[src/design/srd_pkg.sv]
package srd_pkg;

  localparam logic [31:0] MAGIC_WORD        = 32'h0000_0002;
  localparam logic [7:0]  SKIP_BASE         = 8'h80;
  localparam logic [7:0]  CLEAR_PIXEL       = 8'hFF;
  localparam logic [31:0] MAX_PIXELS_RESET  = 32'd64000;

  typedef enum logic [1:0] {
    KIND_HEADER = 2'd0,
    KIND_PIXEL  = 2'd1,
    KIND_ERROR  = 2'd2
  } kind_e;

  typedef struct packed {
    kind_e       kind;
    logic [7:0]  pixel_value;
    logic [6:0]  run_length;
    logic [15:0] width;
    logic [15:0] height;
    logic        last;
  } result_t;

endpackage

[src/design/srd_if.sv]
interface srd_in_if;
  logic       valid;
  logic       ready;
  logic [7:0] code_byte;
  logic       image_start;

  modport source (output valid, output code_byte, output image_start, input ready);
  modport sink   (input valid, input code_byte, input image_start, output ready);
endinterface

interface srd_out_if;
  logic        valid;
  logic        ready;
  logic [1:0]  kind;
  logic [7:0]  pixel_value;
  logic [6:0]  run_length;
  logic [15:0] width;
  logic [15:0] height;
  logic        last;

  modport source (output valid, output kind, output pixel_value, output run_length,
                  output width, output height, output last, input ready);
  modport sink   (input valid, input kind, input pixel_value, input run_length,
                  input width, input height, input last, output ready);
endinterface

interface srd_cfg_if;
  logic        valid;
  logic        ready;
  logic [31:0] max_pixels;

  modport source (output valid, output max_pixels, input ready);
  modport sink   (input valid, input max_pixels, output ready);
endinterface

[src/design/srd_parser.sv]
module srd_parser (
  input  logic                clk_i,
  input  logic                rst_ni,
  input  logic                accept_i,
  input  logic [7:0]          code_byte_i,
  input  logic                image_start_i,
  input  logic [31:0]         max_pixels_i,
  output logic                res_valid_o,
  output srd_pkg::result_t    res_o
);
  import srd_pkg::*;

  localparam logic [2:0] PH_HEADER  = 3'd0;
  localparam logic [2:0] PH_CONTROL = 3'd1;
  localparam logic [2:0] PH_LITERAL = 3'd2;
  localparam logic [2:0] PH_DROP    = 3'd3;
  localparam logic [2:0] PH_ERROR   = 3'd4;

  localparam logic [1:0] HDR_LAST = 2'd3;
  localparam logic [1:0] HDR_H_LO = 2'd2;

  logic [2:0]  phase_q, phase_d;
  logic [1:0]  hcnt_q, hcnt_d;
  logic        magic_q, magic_d;
  logic [7:0]  hb0_q, hb0_d, hb1_q, hb1_d, hb2_q, hb2_d;
  logic [15:0] width_q, width_d;
  logic [23:0] prod_q, prod_d;
  logic [31:0] remain_q, remain_d;
  logic [7:0]  left_q, left_d;

  logic [2:0]  ph;
  logic [1:0]  cnt;
  logic        magic;
  logic [15:0] hdr_w, hdr_h;
  logic [23:0] mul;
  logic [31:0] total;
  logic [6:0]  skip_n, skip_clip;
  logic        is_skip, skip_last;

  always_comb begin
    ph        = image_start_i ? PH_HEADER : phase_q;
    cnt       = image_start_i ? 2'd0 : hcnt_q;
    magic     = image_start_i ? 1'b0 : magic_q;
    hdr_w     = {hb1_q, hb0_q};
    hdr_h     = {code_byte_i, hb2_q};
    mul       = {8'd0, hdr_w} * {16'd0, code_byte_i};
    total     = {8'd0, prod_q} + {mul, 8'd0};
    skip_n    = code_byte_i[6:0];
    is_skip   = code_byte_i[7] && (skip_n != 7'd0) && ({9'd0, skip_n} <= width_q);
    skip_last = remain_q <= {25'd0, skip_n};
    skip_clip = skip_last ? remain_q[6:0] : skip_n;
  end

  always_comb begin
    phase_d     = phase_q;
    hcnt_d      = hcnt_q;
    magic_d     = magic_q;
    hb0_d       = hb0_q;
    hb1_d       = hb1_q;
    hb2_d       = hb2_q;
    width_d     = width_q;
    prod_d      = prod_q;
    remain_d    = remain_q;
    left_d      = left_q;
    res_valid_o = 1'b0;
    res_o       = '0;
    if (accept_i) begin
      unique case (ph)
        PH_HEADER: begin
          phase_d = PH_HEADER;
          if (cnt != HDR_LAST) begin
            unique case (cnt)
              2'd0:    hb0_d = code_byte_i;
              2'd1:    hb1_d = code_byte_i;
              default: hb2_d = code_byte_i;
            endcase
            if (cnt == HDR_H_LO) begin
              prod_d = mul;
            end
            hcnt_d  = cnt + 2'd1;
            magic_d = magic;
          end else begin
            hcnt_d = 2'd0;
            if (!magic && ({code_byte_i, hb2_q, hb1_q, hb0_q} == MAGIC_WORD)) begin
              magic_d = 1'b1;
            end else begin
              magic_d      = 1'b0;
              width_d      = hdr_w;
              res_valid_o  = 1'b1;
              res_o.width  = hdr_w;
              res_o.height = hdr_h;
              if (total > max_pixels_i) begin
                phase_d    = PH_ERROR;
                res_o.kind = KIND_ERROR;
              end else if (total == 32'd0) begin
                res_o.kind = KIND_HEADER;
                res_o.last = 1'b1;
              end else begin
                phase_d    = PH_CONTROL;
                remain_d   = total;
                res_o.kind = KIND_HEADER;
              end
            end
          end
        end
        PH_CONTROL: begin
          if (is_skip) begin
            remain_d          = remain_q - {25'd0, skip_clip};
            res_valid_o       = 1'b1;
            res_o.kind        = KIND_PIXEL;
            res_o.pixel_value = CLEAR_PIXEL;
            res_o.run_length  = skip_clip;
            res_o.last        = skip_last;
            if (skip_last) begin
              phase_d = PH_HEADER;
            end
          end else if (code_byte_i != 8'd0) begin
            left_d  = code_byte_i;
            phase_d = PH_LITERAL;
          end
        end
        PH_LITERAL: begin
          left_d            = left_q - 8'd1;
          remain_d          = remain_q - 32'd1;
          res_valid_o       = 1'b1;
          res_o.kind        = KIND_PIXEL;
          res_o.pixel_value = code_byte_i;
          res_o.run_length  = 7'd1;
          res_o.last        = remain_q == 32'd1;
          if (remain_q == 32'd1) begin
            phase_d = (left_d != 8'd0) ? PH_DROP : PH_HEADER;
          end else if (left_d == 8'd0) begin
            phase_d = PH_CONTROL;
          end
        end
        PH_DROP: begin
          left_d = left_q - 8'd1;
          if (left_d == 8'd0) begin
            phase_d = PH_HEADER;
          end
        end
        PH_ERROR: begin
          phase_d = PH_ERROR;
        end
        default: begin
          phase_d = PH_HEADER;
          hcnt_d  = 2'd0;
          magic_d = 1'b0;
        end
      endcase
    end
  end

  always_ff @(posedge clk_i or negedge rst_ni) begin
    if (!rst_ni) begin
      phase_q  <= PH_HEADER;
      hcnt_q   <= 2'd0;
      magic_q  <= 1'b0;
      width_q  <= 16'd0;
      remain_q <= 32'd0;
      left_q   <= 8'd0;
    end else begin
      phase_q  <= phase_d;
      hcnt_q   <= hcnt_d;
      magic_q  <= magic_d;
      width_q  <= width_d;
      remain_q <= remain_d;
      left_q   <= left_d;
    end
  end

  always_ff @(posedge clk_i) begin
    hb0_q  <= hb0_d;
    hb1_q  <= hb1_d;
    hb2_q  <= hb2_d;
    prod_q <= prod_d;
  end

endmodule

[src/design/srd_out_skid.sv]
module srd_out_skid (
  input  logic              clk_i,
  input  logic              rst_ni,
  input  logic              res_valid_i,
  input  srd_pkg::result_t  res_i,
  output logic              ready_o,
  srd_out_if.source         out_o
);
  import srd_pkg::*;

  logic    out_valid_q, out_valid_d;
  logic    skid_valid_q, skid_valid_d;
  result_t out_q, out_d;
  result_t skid_q, skid_d;
  logic    out_free;

  assign ready_o  = !skid_valid_q;
  assign out_free = !out_valid_q || out_o.ready;

  always_comb begin
    out_valid_d  = out_valid_q;
    skid_valid_d = skid_valid_q;
    out_d        = out_q;
    skid_d       = skid_q;
    if (out_free) begin
      if (skid_valid_q) begin
        out_valid_d  = 1'b1;
        out_d        = skid_q;
        skid_valid_d = 1'b0;
      end else begin
        out_valid_d = res_valid_i;
        out_d       = res_i;
      end
    end else if (res_valid_i) begin
      skid_valid_d = 1'b1;
      skid_d       = res_i;
    end
  end

  always_ff @(posedge clk_i or negedge rst_ni) begin
    if (!rst_ni) begin
      out_valid_q  <= 1'b0;
      skid_valid_q <= 1'b0;
    end else begin
      out_valid_q  <= out_valid_d;
      skid_valid_q <= skid_valid_d;
    end
  end

  always_ff @(posedge clk_i) begin
    out_q  <= out_d;
    skid_q <= skid_d;
  end

  assign out_o.valid       = out_valid_q;
  assign out_o.kind        = out_q.kind;
  assign out_o.pixel_value = out_q.pixel_value;
  assign out_o.run_length  = out_q.run_length;
  assign out_o.width       = out_q.width;
  assign out_o.height      = out_q.height;
  assign out_o.last        = out_q.last;

endmodule

[src/design/sprite_rle_decoder_core.sv]
// Run-length sprite decoder, one code byte per transaction.
// A result is registered at the output when its byte is taken, or in skid on a stall.
// Throughput: one byte per cycle through a single registered pass; a result-side
// stall fills the skid register and holds the input off until it drains.
// Reset (async, active low): header parsing, empty output, max_pixels = 64000.
module sprite_rle_decoder_core (
  input  logic      clk_i,
  input  logic      rst_ni,
  srd_in_if.sink    in_i,
  srd_out_if.source out_o,
  srd_cfg_if.sink   cfg_i
);
  import srd_pkg::*;

  logic [31:0] max_pixels_q;
  logic        accept;
  logic        res_valid;
  logic        skid_ready;
  result_t     res;

  assign cfg_i.ready = 1'b1;

  always_ff @(posedge clk_i or negedge rst_ni) begin
    if (!rst_ni) begin
      max_pixels_q <= MAX_PIXELS_RESET;
    end else if (cfg_i.valid) begin
      max_pixels_q <= cfg_i.max_pixels;
    end
  end

  assign in_i.ready = skid_ready;
  assign accept     = in_i.valid && skid_ready;

  srd_parser u_parser (
    .clk_i         (clk_i),
    .rst_ni        (rst_ni),
    .accept_i      (accept),
    .code_byte_i   (in_i.code_byte),
    .image_start_i (in_i.image_start),
    .max_pixels_i  (max_pixels_q),
    .res_valid_o   (res_valid),
    .res_o         (res)
  );

  srd_out_skid u_out (
    .clk_i       (clk_i),
    .rst_ni      (rst_ni),
    .res_valid_i (res_valid),
    .res_i       (res),
    .ready_o     (skid_ready),
    .out_o       (out_o)
  );

endmodule

[src/flat_wrapper.sv]
// flat-port wrapper written by rule: the top's interface ports become plain ports
module sprite_rle_decoder_core_flat import srd_pkg::*;
  (clk_i, rst_ni, in_i_valid, in_i_code_byte, in_i_image_start, in_i_ready, out_o_valid, out_o_kind, out_o_pixel_value, out_o_run_length, out_o_width, out_o_height, out_o_last, out_o_ready, cfg_i_valid, cfg_i_max_pixels, cfg_i_ready);
  srd_in_if in_i_i ();
  srd_out_if out_o_i ();
  srd_cfg_if cfg_i_i ();
  input  logic clk_i;
  input  logic rst_ni;
  input wire logic [$bits(in_i_i.valid)-1:0] in_i_valid;
  input wire logic [$bits(in_i_i.code_byte)-1:0] in_i_code_byte;
  input wire logic [$bits(in_i_i.image_start)-1:0] in_i_image_start;
  output wire logic [$bits(in_i_i.ready)-1:0] in_i_ready;
  output wire logic [$bits(out_o_i.valid)-1:0] out_o_valid;
  output wire logic [$bits(out_o_i.kind)-1:0] out_o_kind;
  output wire logic [$bits(out_o_i.pixel_value)-1:0] out_o_pixel_value;
  output wire logic [$bits(out_o_i.run_length)-1:0] out_o_run_length;
  output wire logic [$bits(out_o_i.width)-1:0] out_o_width;
  output wire logic [$bits(out_o_i.height)-1:0] out_o_height;
  output wire logic [$bits(out_o_i.last)-1:0] out_o_last;
  input wire logic [$bits(out_o_i.ready)-1:0] out_o_ready;
  input wire logic [$bits(cfg_i_i.valid)-1:0] cfg_i_valid;
  input wire logic [$bits(cfg_i_i.max_pixels)-1:0] cfg_i_max_pixels;
  output wire logic [$bits(cfg_i_i.ready)-1:0] cfg_i_ready;
  assign in_i_i.valid = in_i_valid;
  assign in_i_i.code_byte = in_i_code_byte;
  assign in_i_i.image_start = in_i_image_start;
  assign in_i_ready = in_i_i.ready;
  assign out_o_valid = out_o_i.valid;
  assign out_o_kind = out_o_i.kind;
  assign out_o_pixel_value = out_o_i.pixel_value;
  assign out_o_run_length = out_o_i.run_length;
  assign out_o_width = out_o_i.width;
  assign out_o_height = out_o_i.height;
  assign out_o_last = out_o_i.last;
  assign out_o_i.ready = out_o_ready;
  assign cfg_i_i.valid = cfg_i_valid;
  assign cfg_i_i.max_pixels = cfg_i_max_pixels;
  assign cfg_i_ready = cfg_i_i.ready;
  sprite_rle_decoder_core u_core (.clk_i(clk_i), .rst_ni(rst_ni), .in_i(in_i_i), .out_o(out_o_i), .cfg_i(cfg_i_i));
endmodule
[config.mk]
export PLATFORM = sky130hd
export DESIGN_NAME = sprite_rle_decoder_core_flat
export DESIGN_NICKNAME = d
export VERILOG_FILES = /design/src/design/srd_pkg.sv /design/src/design/srd_if.sv /design/src/design/srd_parser.sv /design/src/design/srd_out_skid.sv /design/src/design/sprite_rle_decoder_core.sv /design/src/flat_wrapper.sv
export SDC_FILE = /design/constraint.sdc
export NUM_CORES = 1
export LEC_CHECK = 0
export BUFFER_PORTS_ARGS = -buffer_cell sky130_fd_sc_hd__clkbuf_2
export CAP_MARGIN = 10
export CORE_ASPECT_RATIO = 0.75
export CORE_MARGIN = 5
export CORE_UTILIZATION = 31
export DETAILED_ROUTE_END_ITERATION = 16
export MAX_ROUTING_LAYER = met4
export SLEW_MARGIN = 20
export SYNTH_ARGS = -nofsm -noshare
export SYNTH_HDL_FRONTEND = slang
export SYNTH_SLANG_ARGS = --single-unit
[constraint.sdc]
create_clock -name clk_i -period 9.96 [get_ports clk_i]
set_clock_uncertainty 0.15 [all_clocks]
set_input_delay 1.494 -clock clk_i [delete_from_list [all_inputs] [get_ports clk_i]]
set_output_delay 1.494 -clock clk_i [all_outputs]
set_load 0.005 [all_outputs]
==> results.md, run 1 <==
- The netlist area before placement is 17700 sq um.
- The synthesized design contains 244 register bits.
- The number of nets handed over by synthesis was 2056.
- The number of failing setup endpoints in the final timing report is 0.
- The clock reaches the later pin of the worst-skew pair after 0.58 ns.
- The worst setup path is captured at a flip-flop.
- In this design, the stage delay of the slowest critical-path cell is 0.54 ns.
- For the final routed database, the setup TNS stands at 0 ns.
- The total routing usage reported by global routing is 16.3%.
- The time the worst path needs with I/O delays and setup is 9.62 ns.
- Timing would allow up to 0.104 GHz.
- Clock tree synthesis selected as its root buffer the cell sky130_fd_sc_hd__clkbuf_16.
- The critical path start-end classification is in -> reg.
- In the final routed layout, each cell accounts on average for 18.4 microns.
- The final-layout fill cell count is 5597.
- The class of the tightest hold or removal check is reg -> reg.
- The count of buffers inserted at the top-level ports is 97.
- The period utilization is 96.5%.
- The number of endpoints with negative hold slack in the final report is 0.
- The fraction of the yosys area taken by sequential cells is 38.7%.
- Leaving out fill and tap cells, the most frequent cell in the layout is sky130_fd_sc_hd__inv_1.
- Counting both buffers and inverters, the worst setup path holds a total of 8.
- The flow ran to the end, and the final reports show no timing, DRC or antenna violations.
- The overall die width is 286 microns.
- The number of antenna violations at the first check in global routing was 1.
- Synthesis produced 1803 cells.
- The layout cell share with drive strength beyond 1 is 15.8%.
- Clock-pin slew was measured on the worst setup and hold paths at 0.06 ns.
- The maximum buffer depth of the clock tree is 3.
- The max-capacitance violation count is 0.
- The count of unresolved DRC violations after routing is 0.
- The number of max-slew violations in the final report is 0.
- The highest fanout seen on the critical path is 12.
- The iteration count of the initial detailed-routing pass is 6.
- The standard-cell row count is 75.
- The transition time of the tightest slew-check pin is 0.920 ns.
- The routed design has 49.9 mm of wire.
- The layout overhead on the synthesized area is 16.9%.
- In this run the mean area of a mapped cell was 9.83 sq um.
- The synthesized design contains 148 enable-type register cells.
- The endpoint arrival time on the critical path is 9.92 ns.
- The detailed router finished its first iteration with 1118 violations.
- Ranked by total cell area, the synthesized netlist is headed by sky130_fd_sc_hd__edfxtp_1 25%, sky130_fd_sc_hd__dfrtp_1 13%, sky130_fd_sc_hd__fa_1 9.7%, sky130_fd_sc_hd__ha_1 8.5%, sky130_fd_sc_hd__and2_1 4.3%.
- The count of yosys warnings during synthesis is 0.
- The initial utilization of the core area, before any placement, comes to 31.5%.
- The final layout contains 2210 nets.
- The congestion estimate from routability-driven global placement came to 0.906.
- The die is 217 microns tall.
- For this run the aggregate overflow at the end of global routing stands at 0.
- In the routed layout, each cell is associated on average with a via count of 5.24.
- The netlist uses 81 different library cells.
- The final core utilization is 36.8%.
- The library cells used most frequently in the layout, excluding fill and tap cells, are 191 x sky130_fd_sc_hd__inv_1, 148 x sky130_fd_sc_hd__edfxtp_1, 145 x sky130_fd_sc_hd__nand2_1, 122 x sky130_fd_sc_hd__and2_1, 120 x sky130_fd_sc_hd__ha_1.
- The count of non-filler cells in the finished layout is 2712.
- The proportion of synthesized flip-flops having asynchronous set or reset is 39.3%.
- The number of placed instances with taps included is 2656.
- The TritonCTS clock tree is yes.
- The number of buffers inserted by hold repair at cts is 0.
- The number of primary I/O pins is 99.
- Counting the buffers created by CTS gives 28.
- The area of the core region is 56300 sq um.
- The area used by multi-input combinational logic is 9890 sq um.
- The sequential cell area in the final layout is 6850 sq um.
- The number of levels in the clock H-tree is 1.
- Once detail routing completed, the nets flagged for antenna violations numbered 0.
- Among cell families on the critical path, the largest total delay comes from adder cells.
- Headroom to the max-slew limit came out at 37.9%.
- The via count of the first global-routing pass came to 14000.
- Detailed routing inserted a total of 14200 vias.
- The slowest stage of the critical path belongs to the cell sky130_fd_sc_hd__fa_1.
- The area of the die is 62100 sq um.
- The pin count of the biggest net entering global routing is 64.
- The critical path startpoint category is a primary input.
- The top flip-flop cell by instance count after synthesis is sky130_fd_sc_hd__edfxtp_1.
- STA puts the critical path data required time at 10.26 ns.
- The first global-routing pass estimated 79.8 mm of wire.
- After legalization and detailed placement, the total HPWL measured 38.2 mm.
- The TritonCTS sink count is 244.
- The largest total area in the synthesized netlist belongs to sky130_fd_sc_hd__edfxtp_1.
- The synthesized design devotes to its leading area cell type 25.1% of total area.
[sequential cells by signal, indices dropped and copies added, names as in the netlist, 7 cells and up]
register and cells:
u_core.u_parser.hb1_q 8, u_core.u_out.out_o.pixel_value 8, u_core.u_out.out_o.width 16, u_core.u_parser.prod_q 24, u_core.max_pixels_q 32, u_core.u_out.skid_q 50
u_core.u_parser.width_q 16, u_core.u_parser.hb0_q 8, u_core.u_out.out_o.height 16, u_core.u_parser.remain_q 32, u_core.u_out.out_o.run_length 7, u_core.u_parser.left_q 8
u_core.u_parser.hb2_q 8
[cell families (layout without fill, tap and decap cells)]
| kind of cell | Yosys count | in the layout | synth area share, % |
|---|---|---|---|
| and+or+nand+nor | 567 | 567 | 16.6 |
| AOI/OAI and AO/OA | 433 | 433 | 16.5 |
| buffers and inverters | 278 | 454 | 6.12 |
| DFF | 244 | 244 | 38.7 |
| adders and majority gates | 207 | 207 | 18.3 |
| xor gates and xnor gates | 51 | 51 | 2.52 |
| muxes | 22 | 22 | 1.30 |
| other | 1 | 3 | 0.0212 |
[cells in the mapped netlist, types with 13 or more instances]
cell / instances
sky130_fd_sc_hd__and2_1: 123
sky130_fd_sc_hd__nand2b_1: 17
sky130_fd_sc_hd__a21o_1: 84
sky130_fd_sc_hd__ha_1: 121
sky130_fd_sc_hd__inv_1: 191
sky130_fd_sc_hd__a31oi_1: 18
sky130_fd_sc_hd__o31ai_1: 17
sky130_fd_sc_hd__fa_1: 86
sky130_fd_sc_hd__o21ai_0: 105
sky130_fd_sc_hd__nand2_1: 145
sky130_fd_sc_hd__nor3_1: 39
sky130_fd_sc_hd__clkbuf_1: 78
sky130_fd_sc_hd__edfxtp_1: 148
sky130_fd_sc_hd__mux2i_1: 14
sky130_fd_sc_hd__nand4_1: 17
sky130_fd_sc_hd__and3_1: 15
sky130_fd_sc_hd__a21oi_1: 65
sky130_fd_sc_hd__or2_2: 13
sky130_fd_sc_hd__nor2_1: 94
sky130_fd_sc_hd__or3_1: 18
sky130_fd_sc_hd__nand3_1: 26
sky130_fd_sc_hd__dfrtp_1: 90
sky130_fd_sc_hd__nor4_1: 20
sky130_fd_sc_hd__xnor2_1: 30
sky130_fd_sc_hd__o21a_1: 16
sky130_fd_sc_hd__xor2_1: 21
[per-stage QoR]
stage / setup slack [ns] / hold slack [ns] / cell area, sq um
finish: 0.344 / 0.328 / 20700
global route: -0.0216 / 0.336 / 20700
CTS: 0.249 / 0.331 / 20600
detailed placement: -0.315 / 0.317 / 19700
global placement: -0.150 / 0.311 / 19700
floorplan: 0.0223 / 0.299 / 17800
[worst paths after layout]
path	start	to	slack, ns	depth (start not counted)
max	in_i_code_byte[3]	u_core.u_parser.remain_q[3]	0.34	35
min	u_core.u_parser.width_q[9]	u_core.u_parser.width_q[9]	0.33	1
max reg2reg	u_core.u_parser.hb0_q[1]	u_core.u_parser.remain_q[3]	0.69	36
min reg2reg	u_core.u_parser.width_q[9]	u_core.u_parser.width_q[9]	0.33	1
max in group asynchronous	rst_ni	u_core.u_parser.width_q[10]	7.68	2
min in group asynchronous	rst_ni	u_core.max_pixels_q[1]	0.78	1
[metal layers]
layer  routed length (microns)  GRT usage, %  share of wire, %
met1                     24500          24.3                49
met2                     20700          23.0                41
met3                      3970          4.00               8.0
met4                       690          2.50               1.4
met5                         0             -                 0
[cell type report]
cell class	instances	area share [%]
sequential	244	33.1
inverter	191	3.46
multi-input combinational	1281	47.8
clock buffer	39	3.88
timing repair buffer	211	6.61
antenna	2	0.0242
clock inverter	13	0.755
tap	731	4.42
[repair_timing]
item / 4_1_cts / 5_1_grt
setup buffers: 0 / 2
setup endpoints to repair: 0 / 33
gates resized for setup: 0 / 10
Power of run 1 is not shown: default switching activity piles up to over one toggle a cycle in this logic, so the estimate is an artifact.
==> run 2, diff against run 1 <==
--- a/config.mk
+++ b/config.mk
@@ -7,11 +7,14 @@
 export LEC_CHECK = 0
 export BUFFER_PORTS_ARGS = -buffer_cell sky130_fd_sc_hd__clkbuf_2
 export CAP_MARGIN = 10
+export CELL_PAD_IN_SITES_DETAIL_PLACEMENT = 0
+export CELL_PAD_IN_SITES_GLOBAL_PLACEMENT = 1
 export CORE_ASPECT_RATIO = 0.75
 export CORE_MARGIN = 5
 export CORE_UTILIZATION = 31
 export DETAILED_ROUTE_END_ITERATION = 16
 export MAX_ROUTING_LAYER = met4
+export PLACE_DENSITY_LB_ADDON = 0.1
 export SLEW_MARGIN = 20
 export SYNTH_ARGS = -nofsm -noshare
 export SYNTH_HDL_FRONTEND = slang
==> run 2 against run 1 <==
Against the previous run: largest cell class unchanged; first-iteration DRC count fell by 29%; worst setup slack gained 0.14 ns; via count shrank 1.4%; core utilization grew 0.68 points; count of clock-buffer cells in the layout fell by 4.
==> results.md, run 2 (synthesis results as in run 1) <==
- The post-route cell area is 21100 sq um (+1.8%).
- The endpoint arrival time on the critical path came to 9.79 ns (-0.13 ns).
- The smallest setup slack after layout is 0.481 ns (+0.137 ns).
- The hold path depth is 1 (unchanged).
- The depth of the most critical reg-to-reg path was 37 (+2.8%).
- The number of failing setup endpoints in the final timing report is 0 (unchanged).
- The worst setup path is of the in -> reg kind.
- The wire length per cell is 19.4 microns (+5.7%).
- The endpoint identified for the worst register-to-register timing path is u_core.u_parser.remain_q[2].
- The TritonCTS buffer count was 30 (+7.1%).
- The biggest cell delay along the critical path is 0.56 ns (+0.02 ns).
- The first-pass GRT wire length came to 83.3 mm (+4.4%).
- The layout cell share with drive strength beyond 1 came to 17.7% (+2.0 points).
- The TritonCTS sink count came to 244 (unchanged).
- The number of levels in the clock H-tree is 1 (unchanged).
- The number of flip-flops under the largest register name is 50 (unchanged).
- The sum of net half-perimeters after detailed placement is 41.0 mm (+7.4%).
- The number of primary I/O pins is 99 (unchanged).
- The number of design-rule violations left by the first detailed-router iteration is 790 (-29%).
- The iteration count of the initial detailed-routing pass is 5 (-1).
- The remaining antenna violation count after routing came to 0 (unchanged).
- The time the worst path needs with I/O delays and setup is 9.48 ns (-0.137 ns).
- The standard-cell row count is 75 (unchanged).
- The total routed wirelength came to 53.4 mm (+7.0%).
- The slack of the worst reg-to-reg path came to 0.93 ns (+0.24 ns).
- The number of endpoints with negative hold slack in the final report is 0 (unchanged).
- In this run the critical register-to-register path is launched from u_core.u_parser.hb0_q[1].
- The dominant cell type by count on the critical path is sky130_fd_sc_hd__fa_1.
- The register with the most flip-flops in the final layout is u_core.u_out.skid_q.
- The sum of overflow across all layers after global routing is 0 (unchanged).
- The sequential cell area in the final layout is 6860 sq um (about the same).
- The layout net count is 2242 (+1.4%).
- The pin count of the biggest net entering global routing is 64 (unchanged).
- The worst setup timing slack at the placement stage is -0.486 ns (-0.171 ns).
- The die height is 217 microns (unchanged).
- The maximum frequency from static timing analysis came to 0.105 GHz (+1.4%).
- The master of the slowest instance on the critical path is sky130_fd_sc_hd__fa_1.
- The relative max-transition margin is 30.9% (-7.0 points).
- The transition time of the tightest slew-check pin is 1.04 ns (+0.117 ns).
- The area of the die is 62100 sq um (unchanged).
- In the layout the commonest cells are 191 x sky130_fd_sc_hd__inv_1, 148 x sky130_fd_sc_hd__edfxtp_1, 145 x sky130_fd_sc_hd__nand2_1, 141 x sky130_fd_sc_hd__buf_4, 122 x sky130_fd_sc_hd__and2_1.
- The critical path startpoint category is a primary input.
- The worst hold path begins at u_core.u_parser.width_q[3].
- The overall die width is 286 microns (unchanged).
- The highest fanout seen on the critical path is 17 (+5).
- The flow ran to the end, and the final reports show no timing, DRC or antenna violations.
- The library cell used most frequently in the layout, excluding fill and tap cells, is sky130_fd_sc_hd__inv_1.
- The number of antenna violations at the first check in global routing is 1 (unchanged).
- The total routing usage reported by global routing is 17.3% (+1.0 points).
- The area of the core region is 56300 sq um (unchanged).
- The number of buffers inserted by hold repair at cts is 0 (unchanged).
- The final core utilization is 37.5% (+0.68 points).
- The count of unresolved DRC violations after routing came to 0 (unchanged).
- The clock edge transition at the registers on the reported setup and hold paths was 0.06 ns (about the same).
- The final estimated routing congestion in global placement is 0.857 (-5.5%).
- The count of buffers inserted at the top-level ports was 97 (unchanged).
- The initial cell density of the core is 31.5% (unchanged).
- The data required time at the worst endpoint is 10.27 ns (about the same).
- The total negative setup slack is 0 ns (unchanged).
- The via-per-instance ratio was 5.10 (-2.6%).
- In the final layout, the registers with the most flip-flops are u_core.u_out.skid_q x50, u_core.max_pixels_q x32, u_core.u_parser.remain_q x32.
- The total via count after detailed routing is 14000 (-1.4%).
- In this run the clock root is driven by a sky130_fd_sc_hd__clkbuf_16.
- The maximum buffer depth of the clock tree was 3 (unchanged).
- The area used by multi-input combinational logic came to 9960 sq um (+0.62%).
- TritonCTS built the clock tree.
- The via count of the first global-routing pass was 14000 (-0.36%).
- The period utilization is 95.2% (-1.4 points).
- The number of max-slew violations in the final report is 0 (unchanged).
- The max-capacitance violation count is 0 (unchanged).
- The class of the tightest hold or removal check is reg -> reg.
- The layout overhead on the synthesized area is 19.0%.
- The destination of the worst hold path is u_core.u_parser.width_q[3].
- The clock latency of the later-clocked register in the worst-skew pair was 0.58 ns (about the same).
- The final-layout fill cell count is 5694 (+1.7%).
- The instance area after placement came to 19900 sq um (+1.3%).
- STA classifies the critical path endpoint as a flip-flop.
[run 2: area by class of cell]
type                       instances  area share (%)
inverter                         191            3.40
tap                              731            4.34
antenna                            2          0.0237
sequential                       244            32.5
clock buffer                      35            3.79
timing repair buffer             241            7.67
multi-input combinational       1281            47.2
clock inverter                    21            1.09
[run 2: repair_timing]
action | 4_1_cts | 5_1_grt
buffers inserted | 0 | 2
hold endpoints to repair | 0 | 0
gates resized for setup | 0 | 22
endpoints found under the setup margin | 0 | 35
[run 2: worst max-delay path: cells and delay by family]
kind	cells	cell delay (ns)
fa+ha+maj	7	3.01
compound gates	10	2.24
simple gates	9	1.65
buf+inv	6	0.69
xor+xnor	2	0.39
mux	1	0.33
[run 2: worst max-delay path by stage]
stage                            startpoint                            to  slack, ns  depth (start not counted)
after floorplan           in_i_code_byte[7]  u_core.u_parser.remain_q[19]       0.02                         39
after global placement    in_i_code_byte[7]   u_core.u_parser.remain_q[3]      -0.39                         39
after detailed placement  in_i_code_byte[7]   u_core.u_parser.remain_q[2]      -0.49                         39
after CTS                 in_i_code_byte[7]   u_core.u_parser.remain_q[2]       0.04                         39
after global routing      in_i_code_byte[5]  u_core.u_parser.remain_q[14]     -0.008                         40
final                     in_i_code_byte[5]   u_core.u_parser.remain_q[2]       0.48                         35
[run 2: through the flow]
stage / instances / hold WS [ns]
floorplan: 1803 / 0.299
detailed placement: 2686 / 0.317
global route: 2745 / 0.347
global placement: 2686 / 0.310
finish: 2746 / 0.328
CTS: 2742 / 0.331
[run 2: layer usage]
layer	up-vias	part of all wire, %	track usage [%]
met1	6980	52	26.7
met5	-	0	-
met4	0	1.8	2.91
met2	235	43	24.6
li1	6737	-	-
met3	50	3.7	2.26
Power of run 2 is left out for the same reason.
==> run 3, diff against run 2 <==
--- a/config.mk
+++ b/config.mk
@@ -5,7 +5,6 @@
 export SDC_FILE = /design/constraint.sdc
 export NUM_CORES = 1
 export LEC_CHECK = 0
-export BUFFER_PORTS_ARGS = -buffer_cell sky130_fd_sc_hd__clkbuf_2
 export CAP_MARGIN = 10
 export CELL_PAD_IN_SITES_DETAIL_PLACEMENT = 0
 export CELL_PAD_IN_SITES_GLOBAL_PLACEMENT = 1
@@ -13,6 +12,7 @@
 export CORE_MARGIN = 5
 export CORE_UTILIZATION = 31
 export DETAILED_ROUTE_END_ITERATION = 16
+export DONT_BUFFER_PORTS = 1
 export MAX_ROUTING_LAYER = met4
 export PLACE_DENSITY_LB_ADDON = 0.1
 export SLEW_MARGIN = 20
==> run 3 against run 2 <==
Against the previous run: cell count fell by 6.2%; highest routed layer unchanged; global-route usage rose by 0.24 points; sequential share of layout area rose by 2.0 points; wire length rose by 1.9%; non-clock buffer count fell by 165; die area did not move.
==> results.md, run 3 (synthesis results as in run 1) <==
- The flow ran to the end, and the final reports show no timing, DRC or antenna violations.
- The TritonCTS clock tree is yes.
- The area used by multi-input combinational logic is 9890 sq um (-0.68%).
- The number of levels in the clock H-tree is 1 (unchanged).
- The number of primary I/O pins is 99 (unchanged).
- The max-capacitance violation count is 0 (unchanged).
- The die height is 217 microns (unchanged).
- The number of buffers and inverters on the critical path is 4 (-2).
- The area of the core region came to 56300 sq um (unchanged).
- The number of flip-flops under the largest register name is 50 (unchanged).
- The via count of the first global-routing pass came to 13300 (-4.7%).
- The area of the die is 62100 sq um (unchanged).
- The master cell of the clock root buffer is sky130_fd_sc_hd__clkbuf_16.
- The number of antenna cells inserted is 0 (-2).
- In the layout the commonest cells are 191 x sky130_fd_sc_hd__inv_1, 148 x sky130_fd_sc_hd__edfxtp_1, 145 x sky130_fd_sc_hd__nand2_1, 122 x sky130_fd_sc_hd__and2_1, 120 x sky130_fd_sc_hd__ha_1.
- The depth of the most critical reg-to-reg path is 37 (unchanged).
- The global routing stage identified its most utilized layer as met1.
- The number of failing setup endpoints in the final timing report is 0 (unchanged).
- The number of max-slew violations in the final report is 0 (unchanged).
- The maximum frequency from static timing analysis was 0.106 GHz (+0.39%).
- The total routing usage reported by global routing came to 17.6% (+0.24 points).
- The critical path's top delay family is adder cells.
- The via-per-instance ratio is 5.18 (+1.6%).
- The TritonCTS sink count came to 244 (unchanged).
- The endpoint arrival time on the critical path is 9.76 ns (-0.03 ns).
- The number of endpoints with negative hold slack in the final report is 0 (unchanged).
- The global-route track usage on met2 is 25.2% (+0.53 points).
- The standard-cell row count is 75 (unchanged).
- The sum of net half-perimeters after detailed placement is 40.1 mm (-2.3%).
- The critical path start-end classification is in -> reg.
- The smallest setup slack after layout was 0.518 ns (+0.0368 ns).
- The data required time at the worst endpoint is 10.28 ns (about the same).
- The worst setup timing slack at the placement stage was -0.160 ns (+0.327 ns).
- The layout overhead on the synthesized area is 12.3%.
- The path class of the tightest hold or removal check is reg -> reg.
- The layout cell share with drive strength beyond 1 came to 9.37% (-8.4 points).
- The period utilization was 94.8% (-0.37 points).
- The highest fanout seen on the critical path is 25 (+8).
- STA classifies the critical path startpoint as a primary input.
- The critical path ends at u_core.u_parser.remain_q[4].
- The largest individual stage delay along the critical path comes from the cell sky130_fd_sc_hd__fa_1.
- The initial cell density of the core is 31.5% (unchanged).
- The TritonCTS buffer count is 29 (-3.3%).
- The worst hold slack was 0.329 ns (+0.000895 ns).
- The count of non-filler cells in the finished layout is 2577 (-6.2%).
- The final-layout fill cell count came to 5691 (-0.053%).
- The count of unresolved DRC violations after routing is 0 (unchanged).
- The met1 track demand over resource in global routing came to 26.6% (-0.049 points).
- The time the worst path needs with I/O delays and setup was 9.44 ns (-0.0368 ns).
- The remaining antenna violation count after routing is 0 (unchanged).
- The capture point of the worst reg-to-reg path is u_core.u_parser.remain_q[4].
- The most frequent standard cell in the layout excluding fill and tap cells is sky130_fd_sc_hd__inv_1.
- The maximum buffer depth of the clock tree is 3 (unchanged).
- The count of buffers inserted at the top-level ports is 0 (-100%).
- The sum of overflow across all layers after global routing is 0 (unchanged).
- The relative max-transition margin was 27.2% (-3.7 points).
- The sequential cell area in the final layout is 6860 sq um (unchanged).
- STA classifies the critical path endpoint as a flip-flop.
- The first-pass GRT wire length is 83.5 mm (+0.28%).
- The critical path startpoint is in_i_code_byte[7].
- Counting flops per register, the top entry is u_core.u_out.skid_q.
- The slack of the worst reg-to-reg path is 0.68 ns (-0.25 ns).
- The largest registers in the layout are u_core.u_out.skid_q x50, u_core.max_pixels_q x32, u_core.u_parser.remain_q x32.
- The transition time of the tightest slew-check pin is 1.09 ns (+0.0558 ns).
- The wire length per cell came to 21.1 microns (+8.6%).
- The fraction of met3 tracks used by global routing is 2.66% (+0.40 points).
- The layout net count is 2076 (-7.4%).
- The biggest cell delay along the critical path was 0.54 ns (-0.02 ns).
- The clock latency of the later-clocked register in the worst-skew pair is 0.59 ns (about the same).
- The number of design-rule violations left by the first detailed-router iteration is 930 (+18%).
- The clock edge transition at the registers on the reported setup and hold paths is 0.06 ns (about the same).
- The total routed wirelength is 54.4 mm (+1.9%).
- The number of stages on the worst setup path is 37 (+5.7%).
- The number of placed instances with taps included is 2521 (-6.1%).
- Setup repair after global routing left no endpoint under its margin.
- The iteration count of the initial detailed-routing pass is 5 (unchanged).
- The reg-to-reg startpoint is u_core.u_parser.hb0_q[1].
- The number of antenna violations at the first check in global routing is 1 (unchanged).
- The overall die width was 286 microns (unchanged).
- The final estimated routing congestion in global placement is 0.846 (-1.3%).
- The total via count after detailed routing is 13400 (-4.6%).
- The pin count of the biggest net entering global routing is 97 (+52%).
## run 3: how the worst min path moves through the flow
stage                               startpoint                         end  slack [ns]  cells after the start
finish              u_core.u_parser.width_q[8]  u_core.u_parser.width_q[8]        0.33                      1
global route        u_core.u_parser.width_q[8]  u_core.u_parser.width_q[8]        0.34                      1
CTS                 u_core.u_parser.width_q[5]  u_core.u_parser.width_q[5]        0.33                      1
detailed placement  u_core.u_parser.width_q[5]  u_core.u_parser.width_q[5]        0.32                      1
global placement    u_core.u_parser.width_q[8]  u_core.u_parser.width_q[8]        0.31                      1
floorplan           u_core.u_parser.width_q[1]  u_core.u_parser.width_q[1]        0.30                      1
## run 3: layout make-up
class	count	share of cell area (%)
well taps	731	4.60
multi-input cells	1281	49.7
inverters	191	3.60
flip-flops and latches	244	34.4
clock inverters	14	0.817
clock buffers	40	3.85
repair buffers	76	2.99
## run 3: per-stage QoR
| step | util [%] | instance area [sq um] | setup TNS, ns |
|---|---|---|---|
| after floorplan | - | 17800 | 0 |
| after global placement | 33.6 | 18900 | -1.09 |
| after detailed placement | 33.6 | 18900 | -1.83 |
| after CTS | 35.3 | 19800 | 0 |
| after global routing | 35.3 | 19900 | 0 |
| final | 35.3 | 19900 | 0 |
## run 3: repair_timing
action / in CTS / in global routing
setup buffers: 0 / 2
endpoints found under the setup margin: 0 / 33
gates resized for setup: 0 / 8
hold buffers: 0 / 0
## run 3: routing by layer
metal	part of all wire [%]	vias to the layer above	routed length, microns
li1	-	6377	-
met1	52	6697	28300
met2	42	226	22900
met3	4.1	56	2220
met4	1.8	0	981
met5	0	-	0
Power of run 3 is left out for the same reason.
